[src/hdl/ntpf_pkg.sv]
// ----------------------------------------------------------------------------
// ntpf_pkg
// Shared constants, types and control bundles of the NTP offset filter.
// ----------------------------------------------------------------------------
package ntpf_pkg;

  // History ring
  localparam int HIST_DEPTH = 8;
  localparam int PTR_W      = (HIST_DEPTH > 1) ? $clog2(HIST_DEPTH) : 1;
  localparam int CNT_W      = $clog2(HIST_DEPTH + 1);
  localparam int THR_W      = 4;
  localparam int LCK_W      = (CNT_W > THR_W) ? CNT_W : THR_W;

  // Arithmetic constants
  localparam logic [29:0] NS_PER_SEC       = 30'd1000000000;
  localparam logic [6:0]  MIN_PACKET_BYTES = 7'd32;

  // Register map (word index taken from paddr[2])
  localparam logic REG_MAX_RTT  = 1'b0;
  localparam logic REG_LOCK_THR = 1'b1;

  localparam logic [31:0]      MAX_RTT_RESET  = 32'd1000000000;
  localparam logic [THR_W-1:0] LOCK_THR_RESET = 4'd3;

  // Multiply sequence: step 0..5 issues a product, step 6 drains the last one
  localparam logic [2:0] MUL_LAST = 3'd6;

  typedef enum logic [3:0] {
    ST_IDLE,
    ST_MUL,
    ST_SPAN,
    ST_CHECK,
    ST_HALF,
    ST_OFFSET,
    ST_WRITE,
    ST_SCAN,
    ST_FINISH
  } state_t;

  typedef enum logic [2:0] {
    PH_NONE,
    PH_SPAN,
    PH_CHECK,
    PH_HALF,
    PH_OFFSET
  } phase_t;

  // Control from the sequencer to the arithmetic unit
  typedef struct packed {
    logic       load;
    logic       mul_en;
    logic [2:0] mul_sel;
    logic       acc_en;
    logic [2:0] acc_sel;
    phase_t     phase;
  } arith_ctl_t;

  // One history entry / candidate moving down the cell chain
  typedef struct packed {
    logic signed [63:0] off;
    logic signed [63:0] disp;
  } cand_t;

  // Per-cell control
  typedef struct packed {
    logic wr_en;
    logic live;
  } cell_ctl_t;

endpackage

[src/hdl/ntpf_cell.sv]
// ----------------------------------------------------------------------------
// ntpf_cell
// One history entry plus one stage of the minimum-dispersion scan.
// ----------------------------------------------------------------------------
module ntpf_cell (
  input  logic                 clk,
  input  ntpf_pkg::cell_ctl_t  ctl,
  input  ntpf_pkg::cand_t      wr,
  input  ntpf_pkg::cand_t      cand_in,
  output ntpf_pkg::cand_t      cand_out
);
  import ntpf_pkg::*;

  cand_t entry;

  // Entry storage
  always_ff @(posedge clk) begin
    if (ctl.wr_en) begin
      entry <= wr;
    end
  end

  // Strictly lower dispersion replaces the candidate, so earlier winners hold ties
  always_ff @(posedge clk) begin
    if (ctl.live && (entry.disp < cand_in.disp)) begin
      cand_out <= entry;
    end else begin
      cand_out <= cand_in;
    end
  end

endmodule

[config.mk]
export PLATFORM = sky130hd
export DESIGN_NAME = ntpf_cell
export DESIGN_NICKNAME = d
export VERILOG_FILES = /design/src/hdl/ntpf_pkg.sv /design/src/hdl/ntpf_cell.sv
export SDC_FILE = /design/constraint.sdc
export NUM_CORES = 1
export LEC_CHECK = 0
export ABC_AREA = 0
export BUFFER_PORTS_ARGS = -buffer_cell sky130_fd_sc_hd__buf_2
export CELL_PAD_IN_SITES_DETAIL_PLACEMENT = 1
export CELL_PAD_IN_SITES_GLOBAL_PLACEMENT = 1
export CORE_MARGIN = 2
export CORE_UTILIZATION = 36
export CTS_BUF_LIST = sky130_fd_sc_hd__clkbuf_2
export CTS_CLUSTER_SIZE = 16
export DETAILED_ROUTE_END_ITERATION = 7
export PLACE_DENSITY_LB_ADDON = 0.12
export SKIP_LAST_GASP = 1
export SYNTH_ARGS = -nofsm -noshare
export SYNTH_HDL_FRONTEND = slang
export SYNTH_SLANG_ARGS = --single-unit
[constraint.sdc]
create_clock -name clk -period 2.45 [get_ports clk]
set_input_delay 0.245 -clock clk [delete_from_list [all_inputs] [get_ports clk]]
set_output_delay 0.245 -clock clk [all_outputs]
set_load 0.05 [all_outputs]
======== Word-level counts from Yosys, hierarchy flattened ========
Index checks and enable logic that the tools add are counted.
operators by class
  muxes and demuxes ....................... 1
  magnitude comparators ................... 1
  reduce and logical (&&, ||, !) cells .... 1
operator list
  cell                 count
  two-way mux 128 bit  1
  < comparator 64 bit  1
  logical AND 1 bit    1
word-level totals
  output and inout bits ................... 128
  register bits after elaboration ......... 256
  input bits .............................. 259
  logic and storage cells ................. 7

======== Longest topological paths before layout ========
  depth in word-level cells ............... 3
  mapped depth ............................ 11
  gate-level depth less buffers ........... 9

======== Least setup slack after synthesis ========
Ideal clock, no wire load.
  path kind ............................... register -> register
  start point ............................. register entry[63] (netlist bit)
  end point ............................... register cand_out[107] (netlist bit)
  library setup time ...................... 0.062 ns
  arrival time ............................ 2.471 ns
  buffers on the path ..................... 2
  cell stages (with the launch flop) ...... 10
  setup slack ............................. -0.083 ns
  data required time ...................... 2.388 ns
  period minus slack after synthesis ...... 2.533 ns
  cell sequence ........................... edfxtp_1 ha_1 nand4_2 or4_4 o211ai_4 mux2i_1 buf_2 buf_2 o211ai_1 nand3_1
on the way
  word-level cells in the longest chain between the ends .. 3
RTL lines
  what                      line             source
  start: declaration        ntpf_cell.sv:14  cand_t entry;
  start signal: assignment  ntpf_cell.sv:19  entry <= wr;
  < comparator 64 bit       ntpf_cell.sv:25  if (ctl.live && (entry.disp < cand_in.disp)) begin
  logical AND 1 bit         ntpf_cell.sv:25
  two-way mux 128 bit       ntpf_cell.sv:25
  end signal: assignment    ntpf_cell.sv:26  cand_out <= entry;
  end signal: assignment    ntpf_cell.sv:28  cand_out <= cand_in;
  end: declaration          ntpf_cell.sv:10  output ntpf_pkg::cand_t cand_out
Every way passes these cells.
A chain may end at the register's enable or synchronous reset.

======== Worst setup path in the final report ========
  start point ............................. register entry[25] (netlist bit)
  end point ............................... register cand_out[109] (netlist bit)
The elaborated chain is that of the path after synthesis.

==> metrics.md <==
| Metric | Value |
|---|---|
| R2R cell count | `10` |
| Sequential cell area fraction in the yosys report | `between 50 and 60%` |
| Post-synth ARST share | `0%` |
| Max Clock Freq | `roughly 0.33 GHz` |
| Iter 0 DRT Violations | `approximately 1,000` |
| CP Launch Type | `flop` |
| Synth warnings | `0` |
| Required time worst endpoint | `between 3 and 4 ns` |
| CP Max Fanout | `between 40 and 50` |
| Buf+Inv Stages, Crit Path | `2` |
| Post-DP HPWL | `about 30 mm` |
| CP top delay family | `compound AO/OA/AOI/OAI gates` |
| Crit share post-route | `125%` |
| Cells after synthesis | `about 1,100` |
| Die Span Y | `around 190 um` |
| Tmin final | `slightly above 3 ns` |
| Clock Tree Root | `clkbuf_2` |
| Skew-Pair Late Insertion Delay | `about 1.0 ns` |
| Number of global-route vias before repair | `around 16,000` |
| Final hold violations | `0` |
| DRT Wirelength | `63.1 mm` |
| Via Count | `between 10,000 and 15,000` |
| Antenna violations before repair | `10` |
| Total negative slack | `-58.29 ns` |
| Setup WS post-layout | `-0.610 ns` |
| CP Cell Sequence | `ha_1 > a21oi_1 > o21ai_0 > a221oi_2 > buf_4 > nand2_2 > o221a_4 > buf_12 > o211ai_1 > nand3_1` |
| Outcome | `finished with violations` |
| Clk pin slew, worst setup/hold paths | `~0.12 ns` |
| Reg-to-Reg Start | `entry[25]` |
| Starting Density | `between 30% and 40%` |
| TritonCTS Buffers | `74` |
| Router iterations before antenna repair | `5` |
| Routed wire per std cell | `24.7 um` |
| Max incr delay on CP | `approximately 0.47 ns` |
| Pwr per Cell Area | `712 nW/um^2` |
| Most common cell after layout, fill and taps aside | `dlygate4sd3_1` |
| Clk_skew | `between 0.1 and 0.15 ns` |
| Via density | `around 5.7` |
| FP Rows | `67` |
| Congestion Overflow GR | `0` |
| Final std cells w/o fill | `~2,600` |
| Bufs on Longest Clock Path | `3` |
| Syn Area/Cell | `10.8 um^2` |
| Hold Startpoint | `cand_in[74]` |
| H-tree depth | `3` |
| Slew @ Worst Pin | `between 0.8 and 0.9 ns` |
| Port bufs | `around 390` |
| Post-DRT Antenna Nets | `0` |
| RSZ-0062 raised after global routing | `true` |
| Arr. time, crit path | `between 3 and 4 ns` |
| Fin. max-slew vios | `0` |
| FF+latch count, synth | `256` |
| Placed Instance Area | `approximately 15,000 um^2` |
| Area Overhead vs Synth | `73.9%` |
| Leak | `9.20 nW` |
| Fin nets | `approximately 2,400` |
| Synth Cell Area | `12,100 um^2` |
| Design Area, Final | `between 20,000 and 25,000 um^2` |
| Final setup vio count | `~130` |
| Class of the worst hold path | `in2reg` |
| Core footprint | `33,400 um^2` |
| Primary FF master, synth | `edfxtp_1` |
| Fraction of layout cells with a size suffix above 1 | `~35%` |
| CTS tree | `done` |
| Setup CP Type | `reg2reg` |
| Top Ports | `387` |
| CTS Sinks | `256` |
| R2r setup slk | `-0.61 ns` |
| First-pass GRT wire length | `91.1 mm` |
| Crit. End Element | `flop` |
| Maximum vdd drop | `between 300 and 400 uV` |
| Library cells used by synthesis | `40` |
| Failing checks | `setup timing` |
| Post-synth EDFFs | `128` |
| Gp weighted congestion | `between 0.7 and 0.8` |
| Rel. slew slack | `~42%` |
| Worst Hold Endpoint | `cand_out[74]` |
| # DRC | `0` |
| Slowest cell on the critical path | `edfxtp_1` |
| Horiz. Die Dim | `188 um` |
| Largest net degree at the start of global routing | `129` |
| Syn nets | `1,451` |
| GRT Util Overall | `approximately 33%` |
| Commonest non-fill, non-tap cells in the layout | `dlygate4sd3_1, buf_2, o211ai_1` |
| Number of max-cap violations | `0` |
| WHS Path Cells | `4` |
| R2r endpoint | `cand_out[109]` |
| Placed insts | `between 1,500 and 2,000` |
| Die area | `between 30,000 and 40,000 um^2` |
[final cells by class]
| type | count | area [um^2] |
|---|---|---|
| well taps | 448 | 561 |
| diodes | 10 | 25.0 |
| fillers | 3695 | 12200 |
| inverters | 65 | 244 |
| multi-input cells | 682 | 5050 |
| repair buffers | 964 | 8130 |
| flip-flops and latches | 256 | 6410 |
| clock buffers | 122 | 611 |
| clock inverters | 14 | 85.1 |
[power breakdown]
part / leakage, nW / internal [W] / total (W) / switching (W)
clock: 0.553 / 0.00140 / 0.00354 / 0.00214
sequential: 2.33 / 0.00511 / 0.00541 / 0.000294
combinational: 6.31 / 0.00223 / 0.00609 / 0.00386
[through the flow]
stage,setup slack (ns),util [%],hold slack (ns),power (W)
after floorplan,-0.0143,-,0.344,0.00856
after global placement,-0.492,46.4,0.423,0.0102
after detailed placement,-0.497,46.4,0.424,0.0103
after CTS,-0.500,60.8,0.00158,0.0142
after global routing,-0.669,63.3,0.00854,0.0156
final,-0.610,63.3,0.0487,0.0150
[Yosys cell counts, types with 3 or more instances]
cell	count	area [um^2]
o211ai_1	256	1920
buf_2	75	375
clkbuf_1	33	124
and4_1	6	52.6
inv_1	65	244
buf_4	5	37.5
nand4_1	135	845
nor2_1	4	15.0
nand3_1	134	671
ha_1	63	788
edfxtp_1	128	3840
buf_6	12	135
o21ai_0	9	45.0
a21oi_1	23	115
a21o_1	3	22.5
a221oi_1	4	35.0
nand2_1	20	75.1
dfxtp_1	128	2560
[state kept, by name, summed over array words and instances, names as in the netlist]
signal / count
entry: 128
cand_out: 128
[timing repair]
action / in CTS / in global routing
resized for setup: 4 / 47
pin swaps: 11 / 60
cloned: 0 / 16
hold buffers: 398 / 0
hold endpoints to repair: 384 / 0
endpoints found under the setup margin: 128 / 128
setup buffers: 10 / 24
[worst max path at each step]
stage / from / endpoint / cells past startpoint
4_1_cts: entry[52] / cand_out[59] / 11
6_report: entry[25] / cand_out[109] / 10
3_5_place_dp: entry[43] / cand_out[52] / 12
3_3_place_gp: entry[43] / cand_out[89] / 12
2_1_floorplan: entry[63] / cand_out[37] / 9
5_1_grt: entry[25] / cand_out[109] / 10
[routing by layer]
| layer | part of all wire (%) | wire length (um) | GRT usage [%] | up-vias |
|---|---|---|---|---|
| met5 | 0.043 | 27 | 0 | - |
| met4 | 4.7 | 2990 | 15.8 | 4 |
| met3 | 7.4 | 4660 | 7.73 | 217 |
| met2 | 51 | 32000 | 59.0 | 852 |
| met1 | 37 | 23400 | 36.6 | 7252 |
| li1 | - | - | - | 6350 |
[kinds of logic after synthesis]
kind of cell	after synthesis	share of synthesized area [%]
and+or+nand+nor	311	14.4
adders and majority gates	63	6.49
AOI/OAI and AO/OA	307	18.7
buffers and inverters	191	7.57
muxes	1	0.0825
DFF	256	52.8
[worst reg2reg max path, delay by kind of cell (launching register included)]
family	cells	cell delay, ns
buffers and inverters	2	0.36
adders and majority gates	1	0.34
and+or+nand+nor	2	0.26
DFF	1	0.47
AOI/OAI and AO/OA	5	1.53
(Power assumes the default switching activity.)
