--- config.mk ---
export PLATFORM = sky130hd
export DESIGN_NAME = ntpf_arith
export DESIGN_NICKNAME = d
export VERILOG_FILES = /design/src/hdl/ntpf_pkg.sv /design/src/hdl/ntpf_arith.sv
export SDC_FILE = /design/constraint.sdc
export NUM_CORES = 2
export LEC_CHECK = 0
export BUFFER_PORTS_ARGS = -buffer_cell sky130_fd_sc_hd__buf_2
export CORE_ASPECT_RATIO = 1.5
export CORE_MARGIN = 2
export CORE_UTILIZATION = 45
export CTS_CLUSTER_SIZE = 30
export DETAILED_ROUTE_END_ITERATION = 6
export PLACE_DENSITY = 0.76
export SYNTH_ARGS = -nofsm -noshare
export SYNTH_HDL_FRONTEND = slang
export SYNTH_SLANG_ARGS = --single-unit
--- constraint.sdc ---
create_clock -name clk -period 17.1 [get_ports clk]
set_clock_uncertainty 0.2 [all_clocks]
set_input_delay 3.42 -clock clk [delete_from_list [all_inputs] [get_ports clk]]
set_output_delay 3.42 -clock clk [all_outputs]
set_load 0.01 [all_outputs]
--- src/hdl/ntpf_pkg.sv ---
// ----------------------------------------------------------------------------
// ntpf_pkg
// Shared constants, types and control bundles of the NTP offset filter.
// ----------------------------------------------------------------------------
package ntpf_pkg;

  // History ring
  localparam int HIST_DEPTH = 8;
  localparam int PTR_W      = (HIST_DEPTH > 1) ? $clog2(HIST_DEPTH) : 1;
  localparam int CNT_W      = $clog2(HIST_DEPTH + 1);
  localparam int THR_W      = 4;
  localparam int LCK_W      = (CNT_W > THR_W) ? CNT_W : THR_W;

  // Arithmetic constants
  localparam logic [29:0] NS_PER_SEC       = 30'd1000000000;
  localparam logic [6:0]  MIN_PACKET_BYTES = 7'd32;

  // Register map (word index taken from paddr[2])
  localparam logic REG_MAX_RTT  = 1'b0;
  localparam logic REG_LOCK_THR = 1'b1;

  localparam logic [31:0]      MAX_RTT_RESET  = 32'd1000000000;
  localparam logic [THR_W-1:0] LOCK_THR_RESET = 4'd3;

  // Multiply sequence: step 0..5 issues a product, step 6 drains the last one
  localparam logic [2:0] MUL_LAST = 3'd6;

  typedef enum logic [3:0] {
    ST_IDLE,
    ST_MUL,
    ST_SPAN,
    ST_CHECK,
    ST_HALF,
    ST_OFFSET,
    ST_WRITE,
    ST_SCAN,
    ST_FINISH
  } state_t;

  typedef enum logic [2:0] {
    PH_NONE,
    PH_SPAN,
    PH_CHECK,
    PH_HALF,
    PH_OFFSET
  } phase_t;

  // Control from the sequencer to the arithmetic unit
  typedef struct packed {
    logic       load;
    logic       mul_en;
    logic [2:0] mul_sel;
    logic       acc_en;
    logic [2:0] acc_sel;
    phase_t     phase;
  } arith_ctl_t;

  // One history entry / candidate moving down the cell chain
  typedef struct packed {
    logic signed [63:0] off;
    logic signed [63:0] disp;
  } cand_t;

  // Per-cell control
  typedef struct packed {
    logic wr_en;
    logic live;
  } cell_ctl_t;

endpackage

--- src/hdl/ntpf_arith.sv ---
// ----------------------------------------------------------------------------
// ntpf_arith
// Timestamp conversion, reply check and offset/dispersion math with one shared multiplier.
// ----------------------------------------------------------------------------
module ntpf_arith (
  input  logic                clk,
  input  ntpf_pkg::arith_ctl_t ctl,
  input  logic [263:0]        din,         // item fields, see top level
  input  logic [31:0]         max_rtt,
  output ntpf_pkg::cand_t     res,         // offset and dispersion
  output logic                reject
);
  import ntpf_pkg::*;

  logic [31:0] sec_q [0:2];
  logic [31:0] frac_q [0:2];
  logic [62:0] t4_q;
  logic [6:0]  len_q;

  logic [31:0] mul_op;
  logic [61:0] prod;
  logic [61:0] sec_prod;
  logic [62:0] ts [0:2];
  logic [62:0] stamp_sum;

  logic [63:0] rtt;
  logic [63:0] span;
  logic [63:0] t3m4;
  logic [63:0] delay;
  logic [63:0] disp;
  logic [63:0] off;
  logic        rej;

  // Capture the item
  always_ff @(posedge clk) begin
    if (ctl.load) begin
      sec_q[0]  <= din[31:0];
      frac_q[0] <= din[63:32];
      sec_q[1]  <= din[95:64];
      frac_q[1] <= din[127:96];
      sec_q[2]  <= din[159:128];
      frac_q[2] <= din[191:160];
      t4_q      <= din[254:192];
      len_q     <= din[261:255];
    end
  end

  // Operand select: even steps take seconds, odd steps fractions
  always_comb begin
    case (ctl.mul_sel)
      3'd0:    mul_op = sec_q[0];
      3'd1:    mul_op = frac_q[0];
      3'd2:    mul_op = sec_q[1];
      3'd3:    mul_op = frac_q[1];
      3'd4:    mul_op = sec_q[2];
      3'd5:    mul_op = frac_q[2];
      default: mul_op = 32'd0;
    endcase
  end

  // Shared 32x30 multiplier, registered
  always_ff @(posedge clk) begin
    if (ctl.mul_en) begin
      prod <= {30'd0, mul_op} * {32'd0, NS_PER_SEC};
    end
  end

  // seconds*1e9 + (fraction*1e9 >> 32)
  assign stamp_sum = {1'b0, sec_prod} + {33'd0, prod[61:32]};

  always_ff @(posedge clk) begin
    if (ctl.acc_en) begin
      if (!ctl.acc_sel[0]) begin
        sec_prod <= prod;
      end else begin
        case (ctl.acc_sel[2:1])
          2'd0:    ts[0] <= stamp_sum;
          2'd1:    ts[1] <= stamp_sum;
          default: ts[2] <= stamp_sum;
        endcase
      end
    end
  end

  // Round trip, remote span, offset and dispersion in four steps
  always_ff @(posedge clk) begin
    case (ctl.phase)
      PH_SPAN: begin
        rtt  <= {1'b0, t4_q} - {1'b0, ts[0]};
        span <= {1'b0, ts[2]} - {1'b0, ts[1]};
        t3m4 <= {1'b0, ts[2]} - {1'b0, t4_q};
      end
      PH_CHECK: begin
        rej   <= (len_q < MIN_PACKET_BYTES) || rtt[63] || (rtt > {32'd0, max_rtt});
        delay <= rtt - span;
      end
      PH_HALF: begin
        // halve, truncating toward zero
        disp <= 64'($signed(delay + {63'd0, delay[63]}) >>> 1);
      end
      PH_OFFSET: begin
        off <= t3m4 + disp;
      end
      default: begin
      end
    endcase
  end

  assign res.off  = $signed(off);
  assign res.disp = $signed(disp);
  assign reject   = rej;

endmodule

[After elaboration in Yosys (flattened, before gate mapping)]
Memories as Yosys holds them, arrays and structs flattened.
Index checks and enable logic that the tools add are counted.
Cells by class
  equality and inequality tests: 10
  $lt $le $gt $ge: 2
  multipliers: 1
  bitwise operators: 1
  reduce and logical (&&, ||, !) cells: 8
  mux-type cells: 21
  $add $sub $neg: 7
Operators by type and width (number)
  one-hot mux 32 bit (6 select lines): 1
  subtractor 63 x 63 -> 64 bit: 3
  two-way mux 63 bit: 2
  OR reduction 63 bit: 2
  adder 64 x 1 -> 64 bit: 1
  adder 64 bit: 1
  greater-than comparator 64 x 32 -> 1 bit: 1
  subtractor 64 bit: 1
  adder 62 x 30 -> 63 bit: 1
  multiplier 32 x 21 -> 53 bit (second input constant): 1
  two-way mux 1 bit: 16
  equality test 3 x 2 -> 1 bit (second input constant): 4
  equality test 3 bit (second input constant): 3
  less-than comparator 7 x 6 -> 1 bit (second input constant): 1
  equality test 3 x 1 -> 1 bit (second input constant): 2
  two-way mux 2 bit: 2
  zero test 3 bit: 1
  equality test 2 x 1 -> 1 bit (second input constant): 1
  zero test 2 bit: 1
  logical OR 1 bit: 2
  AND reduction 2 bit: 1
  OR reduction 2 bit: 1
  NOT 1 bit: 1
Word-level totals
  RAM bits: 381
  word-level logic and storage cells: 64
  flip-flop bits (word level): 560
  output and inout port bits: 129
  memories: 3
  input bits: 309
Memories
  ts: words 3, bits a word 63, read ports 3, clocked after memory_dff 0, write ports 1, RTL line ntpf_arith.sv:23  | logic [62:0] ts [0:2];
  frac_q: words 3, bits a word 32, read ports 3, clocked after memory_dff 0, write ports 3, RTL line ntpf_arith.sv:16  | logic [31:0] frac_q [0:2];
  sec_q: words 3, bits a word 32, read ports 3, clocked after memory_dff 0, write ports 3, RTL line ntpf_arith.sv:15  | logic [31:0] sec_q [0:2];

[Logic depth before layout (Yosys ltp)]
  word-level depth: 8
  gate-level depth with buffers: 33
  depth with buffers taken out: 29

[Least setup slack after synthesis]
No wires, ideal clock.
  kind: in2reg
  start point: in ctl[1] (netlist name)
  end point: reg rtt[0], enable pin
  arrival: 17319 ps
  library setup time: 1022 ps
  required time: 15878 ps
  buffers on the path: 0
  stages on the path: 1
  setup slack: -1441 ps
  cells stage by stage: nor3b_1
On the way
  word-level cells in the longest chain between the ends: 1
RTL lines
  start: declaration: RTL line ntpf_arith.sv:7  | input ntpf_pkg::arith_ctl_t ctl,
  equality test 3 x 1 -> 1 bit: RTL line ntpf_arith.sv:87  | case (ctl.phase)
  end signal: assignment: RTL line ntpf_arith.sv:89  | rtt <= {1'b0, t4_q} - {1'b0, ts[0]};
  end: declaration: RTL line ntpf_arith.sv:26  | logic [63:0] rtt;
No other way between the ends.
A chain may end at the register's enable or synchronous reset.

[Worst setup path in the final report]
  start point: in ctl[9] (netlist name)
  end point: reg prod[56] (data pin)
On the way
  word-level cells in the longest chain between the ends: 3
  elaborated cells on any way between the ends: 8
  those cells by class: mul (1); eq/ne (5); mux (1); reduce/logical (1)
RTL lines
  equality test 3 bit, or another cell as far along: RTL line ntpf_arith.sv:50  | case (ctl.mul_sel)
  one-hot mux 32 bit (6 select lines) *: RTL line ntpf_arith.sv:50
  multiplier 32 x 21 -> 53 bit *: RTL line ntpf_arith.sv:64  | prod <= {30'd0, mul_op} * {32'd0, NS_PER_SEC};
  end signal: assignment: RTL line ntpf_arith.sv:64
  end: declaration: RTL line ntpf_arith.sv:21  | logic [61:0] prod;
Mark *: on every way between the ends. The rest lies on a longest branch, timed or not.

==> key figures <==
Finish
  – Share of layout cells above drive strength 1: 10.2%
  – Most common cell after layout, fill and taps aside: edfxtp_1
  – NumNets Final: 7653
  – Commonest non-fill, non-tap cells in the layout: edfxtp_1 (936), inv_1 (876), ha_1 (624)
  – Synth-to-layout area growth: 11.5%

Setup path
  – Crit Path Class: primary input to register
  – CP Max Fanout: 32
  – CP max stage cell: a221oi_1
  – Register-to-Register Path Depth: 24
  – Slowest stage delay, CP: 0.75 ns
  – Cell mode on critical path: fa_1
  – Worst setup EP type: register
  – Worst Path Required: 17.38 ns
  – Worst path arrival time: 11.79 ns
  – Worst Setup Start Kind: primary input

Clocking
  – Total CTS buffers: 94
  – CTS tree: done
  – CTS root buf: clkbuf_16
  – Resized cells post-CTS: 0
  – CTS sink count: 936
  – Register clock-pin slew on the reported worst setup and hold paths: 0.06 ns
  – CTS H-Tree Depth: 3
  – Clk_lat worst skew: 0.76 ns
  – Max clock buf depth: 3
  – # Post-CTS Setup Buffers: 0
  – Hold-fix buffers, CTS: 0

Routing
  – Total Wirelength: 172000 um
  – Antenna viol nets, final: 0
  – TritonRoute pass-1 iters: 6
  – DR vias/cell: 5.55
  – Drt drc: 0
  – DR vias: 46582
  – Initial drt markers: 2988
  – WL per Instance: 20.5 um

Global routing
  – Total GRT Usage: 22.9%
  – Largest net degree at the start of global routing: 136
  – Total global routing overflow: 0
  – Vias in the first global route: 47458
  – Antenna violations before repair: 2
  – First-pass GRT wire length: 261000 um

Timing
  – Slew @ Worst Pin: 1.14 ns
  – Final hold viol count: 0
  – Final critical-path required period: 11.51 ns
  – Final Max Tran Viols: 0
  – Setup TNS: 0 ns
  – FMAX: 0.0869 GHz
  – Worst slew margin: 24.0%
  – Post-route clock period utilization: 67.3%
  – RSZ-0062 raised after global routing: false
  – # setup viols final: 0

Yosys
  – Main synth FF type: edfxtp_1
  – Post-synth cell types: 93
  – Mapped Avg Cell Area: 10.9 sq um
  – Syn Std Cell Area: 0.0656 sq mm
  – Seq/Total Area, Yosys: 42.8%
  – Syn Inst Count: 6031
  – Top-area cell type share of the netlist area: 42.8%
  – Area contributors post-synth: edfxtp_1 (43%), ha_1 (12%), fa_1 (9.4%)
  – Ys Warns: 0
  – Post-synth EDFFs: 936
  – Flop and latch count out of synthesis: 936
  – Post-synth top area cell: edfxtp_1
  – Synth async-reset ratio: 0%
  – Syn_nets: 7272

Die
  – Core area: 0.145 sq mm
  – Initial Util: 45.3%
  – Die X-Extent: 316 um
  – Die span in y: 472 um
  – I/O pin count: 438
  – Die area: 0.149 sq mm
  – Rows: 171

Hold path
  – Worst hold path class: register to register
  – Hold path cells: 0

Place
  – Post-DP HPWL: 140000 um
  – Port Buffers: 430
  – Gpl congestion: 0.977

Job
  – Max Cap Viol: 0

Run status
  – Status: finished clean
## final cells by class
cell class	instances	area [sq um]
antenna	2	5.00
clock buffer	107	2420
clock inverter	70	990
fill	12698	71700
inverter	877	3290
multi-input combinational	4046	33600
sequential	936	28100
tap	1903	2380
timing repair buffer	457	2380
## synth_stat cells, drive strengths merged (7+ instances only)
cell type	number
a2111oi	7
a211o	12
a211oi	50
a21boi	15
a21o	252
a21oi	430
a221o	14
a221oi	28
a22oi	76
a31oi	48
a41oi	10
and2	38
and3	77
and4	14
buf	13
clkbuf	159
edfxtp	936
fa	308
ha	624
inv	877
nand2	325
nand2b	43
nand3	120
nand4	124
nor2	252
nor2b	48
nor3	76
nor3b	12
nor4	26
o2111ai	8
o211ai	35
o21a	45
o21ai	218
o21bai	67
o221ai	11
o22ai	9
o311ai	7
o31a	17
o31ai	25
o41ai	9
or2	13
or3	12
or4	13
xnor2	280
xor2	188
## critical path: cells and delay by family
family	cells	cell delay, ns
xor+xnor	1	0.09
buf+inv	7	0.96
fa+ha+maj	8	3.74
compound gates	9	2.96
simple gates	4	0.57
## flip-flops by register name, summed over array words and instances (netlist names)
name / flops
delay: 64
disp: 63
frac_q: 96
len_q: 2
off: 64
prod: 53
reject: 1
rtt: 64
sec_prod: 53
sec_q: 96
span: 64
t3m4: 64
t4_q: 63
ts: 189
## metrics by stage
step | utilization [%] | hold WS [ns] | setup WS [ns] | instance area (sq um) | std cells
5_1_grt | 50.5 | 0.226 | 5.07 | 73200 | 8397
4_1_cts | 50.5 | 0.219 | 5.60 | 73200 | 8396
6_report | 50.5 | 0.216 | 5.59 | 73200 | 8398
2_1_floorplan | - | 0.200 | 5.49 | 65600 | 6031
3_5_place_dp | 48.2 | 0.206 | 4.78 | 69800 | 8219
3_3_place_gp | 48.2 | 0.204 | 4.89 | 69800 | 8219
## layer usage
metal / share of wire (%) / routed length (um) / track usage, %
met4: 5.2 / 8910 / 11.3
met5: 0 / 0 / 0
met3: 4.7 / 8140 / 2.53
met1: 38 / 65000 / 25.2
met2: 52 / 90400 / 43.0
## kinds of logic (layout without fill, tap and decap cells)
group | count (synthesis) | after routing | synth area share (%)
compound gates | 1438 | 1438 | 14.4
xor+xnor | 468 | 468 | 6.25
fa+ha+maj | 934 | 934 | 21.3
buf+inv | 1049 | 1511 | 6.03
flops | 936 | 936 | 42.8
mux | 5 | 5 | 0.0782
other cells | 0 | 2 | 0
simple gates | 1201 | 1201 | 9.05
## worst paths after layout
path / from / end / slack [ns]
worst max register to register: frac_q[0][75] / prod[61] / 8.56
worst min register to register: prod[28] / sec_prod[28] / 0.22
worst min-delay path: prod[28] / sec_prod[28] / 0.22
worst max-delay path: ctl[9] / prod[56] / 5.59
Power is left out: the tool's default activity adds up to more than one toggle a clock period on the data nets, which glitch-free logic cannot reach.
